===== src/sv/fsc_pkg.sv =====
// fsc_pkg: shared types and constants for the frustum sphere culler
// no dependencies
`timescale 1ns / 1ps
`default_nettype none
package fsc_pkg;
  localparam int DEF_COORD_WIDTH = 32;
  localparam int PLANE_COUNT = 6;

  typedef enum logic [1:0] {
    KIND_LOAD    = 2'd0,
    KIND_REBUILD = 2'd1,
    KIND_TEST    = 2'd2,
    KIND_NONE    = 2'd3
  } kind_t;

  // one queued command between front and back
  typedef struct packed {
    kind_t        kind;
    logic [3:0]   element_index;
    logic [31:0]  element_value;
    logic [31:0]  center_x;
    logic [31:0]  center_y;
    logic [31:0]  center_z;
    logic [30:0]  sphere_radius;
  } cmd_t;

  typedef enum logic [3:0] {
    BK_IDLE, BK_TEST, BK_RB_FETCH, BK_RB_SCALE, BK_RB_SQ, BK_RB_SQRT,
    BK_RB_DIV, BK_RB_STORE
  } bk_state_t;
endpackage
`default_nettype wire


===== src/sv/fsc_queue.sv =====
// fsc_queue: two-entry command queue between front and back
// depends on fsc_pkg
`timescale 1ns / 1ps
`default_nettype none
module fsc_queue (
  input  wire logic         clk,
  input  wire logic         rst,
  input  wire logic         push,
  input  wire fsc_pkg::cmd_t push_cmd,
  input  wire logic         pop,
  output fsc_pkg::cmd_t     head,
  output logic              not_empty,
  output logic              full
);
  import fsc_pkg::*;
  cmd_t mem [2];
  logic rd_ptr, wr_ptr;
  logic [1:0] count;

  always_ff @(posedge clk) begin
    if (push) mem[wr_ptr] <= push_cmd;
  end
  always_ff @(posedge clk) begin
    if (rst) begin
      rd_ptr <= 1'b0; wr_ptr <= 1'b0; count <= 2'd0;
    end else begin
      if (push) wr_ptr <= ~wr_ptr;
      if (pop) rd_ptr <= ~rd_ptr;
      count <= count + {1'b0, push} - {1'b0, pop};
    end
  end
  assign head = mem[rd_ptr];
  assign not_empty = (count != 2'd0);
  assign full = (count == 2'd2);

  a_no_overflow: assert property (@(posedge clk) disable iff (rst) !(push && full && !pop))
    else $error("queue overflow");
  a_no_underflow: assert property (@(posedge clk) disable iff (rst) pop |-> not_empty)
    else $error("queue underflow");
  a_count_range: assert property (@(posedge clk) disable iff (rst) count != 2'd3)
    else $error("queue count out of range");
endmodule
`default_nettype wire


===== config.mk =====
export PLATFORM = sky130hd
export DESIGN_NAME = fsc_queue
export DESIGN_NICKNAME = d
export VERILOG_FILES = /design/src/sv/fsc_pkg.sv /design/src/sv/fsc_queue.sv
export SDC_FILE = /design/constraint.sdc
export NUM_CORES = 1
export LEC_CHECK = 0
export CORE_AREA = 2 2 178 180
export DETAILED_ROUTE_END_ITERATION = 10
export DIE_AREA = 0 0 180 182
export DONT_BUFFER_PORTS = 1
export PLACE_DENSITY = 0.66
export SKIP_CTS_REPAIR_TIMING = 1
export SYNTH_ARGS = -nofsm -noshare
export SYNTH_HDL_FRONTEND = slang
export SYNTH_SLANG_ARGS = --single-unit

===== constraint.sdc =====
create_clock -name clk -period 15.5 [get_ports clk]
set_clock_uncertainty 0.15 [all_clocks]
set_input_delay 0.775 -clock clk [delete_from_list [all_inputs] [get_ports clk]]
set_output_delay 0.775 -clock clk [all_outputs]
set_load 0.05 [all_outputs]

==> impl_metrics.toml <==
[clock_tree]
clkLatencyLatePin_ps = 490
h-tree-depth = 2
cts_root_buf = "clkbuf_16"
tritoncts = "yes"
cts.sinks = 335
cts_buffers = 35
clk_pin_slew_ps = 60
clockBufferDepth = 3

[setup_path]
critical_path_class = "register to primary output"
critical_path.max_fanout = 74
rrSetupSlack_ps = 13220
cp-start-kind = "register"
rr_endpoint = "mem[0][20]"
r2r_start = "wr_ptr"
worst_ep_required_time_ps = 14580
cp-end-kind = "primary output"
crit_arrival_ps = 2480
critical-path-max-stage-delay_ps = 730
crit_family = "buffers and inverters"
r2r_cells = 2
crit_buf_inv = 1
slowest_stage = "buf_4"
path_cells = "buf_4, mux2_2"

[route]
via_per_inst = 4.982
ant_nets = 0
drc = 0
avgRoutedWirePerCell_um = 21.93
first_pass_iters = 6
drt_wl_total_um = 21540
drtIter0Drc = 280
vias = 4892

[layout]
drive_gt1_share_pct = 38.45
syn2layout_area_growth_pct = 11.86
fill_cells = 2602
final_nets = 730
num_antenna_cells = 0
finalNonFillerCells = 982
final_area_sq_um = 13630

[floorplan]
die-height_um = 182
core-area_sq_um = 30990
dieArea_sq_um = 32760
row_count = 65
start_util_pct = 39.32
boundaryPins = 336
die_x_um = 180

[grt]
grt_overflow_total = 0
antenna_found_initial = 0
grt-busiest-layer = "met2"
met2_usage_pct = 21.18
use_met1_pct = 13.18
grt_usage_pct = 12.51
grt.met3_usage_pct = 6.799
grt_pass1_wl_um = 31660
grt_pass1_vias = 5238
grt_max_degree = 80

[timing]
period_share_pct = 21.95
setup_violations = 0
rsz0062_at_grt = "no"
layout_min_cycle_time_ps = 3403
finalHoldViolCount = 0
fmax_ghz = 0.2939
worst_slack_ps = 12100
maxSlewViolCount = 0
tightestPinTransition_ps = 1048
setup_tns_ps = 0
slew_headroom_pct = 30.16

[run_status]
outcome = "complete, no violations"

[place]
post-place-ws_ps = 12600
dp_hpwl_um = 14770
gp_congestion = 0.7488
placed_area_sq_um = 12550
dp.cells = 924
portBuffers = 0

[logic_synthesis]
synth_compound_area_share_pct = 0
synthMuxAreaShare_pct = 15.25
synth-seq-cells = 335
synth_cells = 534
synthSimpleGateAreaFrac_pct = 0.3800
synthesis.area_sq_um = 12180
synth_fa_ha_area_share_pct = 0.2054
syn-num-nets = 705
ys_warn_count = 0
syn_avg_cell_area_sq_um = 22.81
ys_seq_area_share_pct = 82.16
synthXorXnorAreaFrac_pct = 0.3286
ys_types = 13
synth_top_family_by_area = "multiplexers"

[pwr]
peakVddDrop_mv = 0.08417
leakage_nw = 4.388
p_per_area_nw_per_um2 = 157.7

[hold_path]
holdPathStages = 1
hp-class = "primary input to register"
min_from = "rst"

[flow_run]
maxCapViolCount = 0
## cells by family after synthesis
family                     after synthesis
xor gates and xnor gates                 3
adders and majority gates                2
buffers and inverters                   20
DFF                                    335
muxes                                  165
and+or+nand+nor                          9
## area by class of cell
type | count | area (sq um) | share of cell area, %
flip-flops and latches | 335 | 10010 | 73.48
multi-input cells | 179 | 1979 | 14.52
clock buffers | 43 | 948.4 | 6.959
well taps | 402 | 503.0 | 3.691
clock inverters | 15 | 131.4 | 0.9640
repair buffers | 6 | 45.04 | 0.3305
inverters | 2 | 7.507 | 0.05509
## synthesized netlist by cell type, drive strengths merged
| master | count | area share [%] |
|---|---|---|
| nor2b | 3 | 0.15 |
| xnor3 | 1 | 0.18 |
| ha | 2 | 0.21 |
| nor2 | 4 | 0.12 |
| buf | 18 | 1.6 |
| dfxtp | 5 | 0.82 |
| and2 | 1 | 0.051 |
| xnor2 | 2 | 0.14 |
| inv | 2 | 0.062 |
| or2 | 1 | 0.051 |
| mux2 | 165 | 15 |
| edfxtp | 330 | 81 |
## metrics by stage
stage	util [%]	total power [mW]	hold slack [ps]
after floorplan	-	1.379	329.9
after global placement	40.50	1.388	349.5
after detailed placement	40.50	1.394	357.7
after CTS	43.98	2.178	155.2
after global routing	43.98	2.226	173.5
final	43.98	2.150	188.3
## per-layer routing
metal	share of wire (%)	wire length, um	vias up
met5	0	0	-
met4	2.8	597	0
met3	13	2825	49
met2	50	10820	281
met1	34	7294	2397
li1	-	-	2165
## power by group
part	internal [mW]	switching, mW
clock network	0.467	0.311
logic	0.0572	0.239
registers	1.06	0.0159
total	1.58	0.565
## state kept, by name, summed over array words and instances (netlist names), named ones only
register and cells:
mem 330, count 2, rd_ptr 1, wr_ptr 1
## cells in the final DEF (no fill, tap or decap), drive strengths merged
| cell type | count |
|---|---|
| and2 | 1 |
| buf | 6 |
| bufinv | 2 |
| clkbuf | 43 |
| clkinv | 11 |
| dfxtp | 5 |
| edfxtp | 330 |
| ha | 2 |
| inv | 4 |
| mux2 | 165 |
| nor2 | 4 |
| nor2b | 3 |
| or2 | 1 |
| xnor2 | 2 |
| xnor3 | 1 |
## how the worst max path moves through the flow
stage	start	to	slack, ps	depth (start not counted)
after CTS	register	head[156]	12050	2
after global placement	register	head[161]	12670	2
after floorplan	push	mem[0][0]	6730	1
after detailed placement	register	head[156]	12600	2
final	register	head[156]	12100	2
after global routing	register	head[29]	11930	2
## worst register-to-register path: stages, from the launching register on
cell and delay, ps:
dfxtp_1 350, nor2b_4 440, buf_4 850
Power figures use the tool's default switching activity.
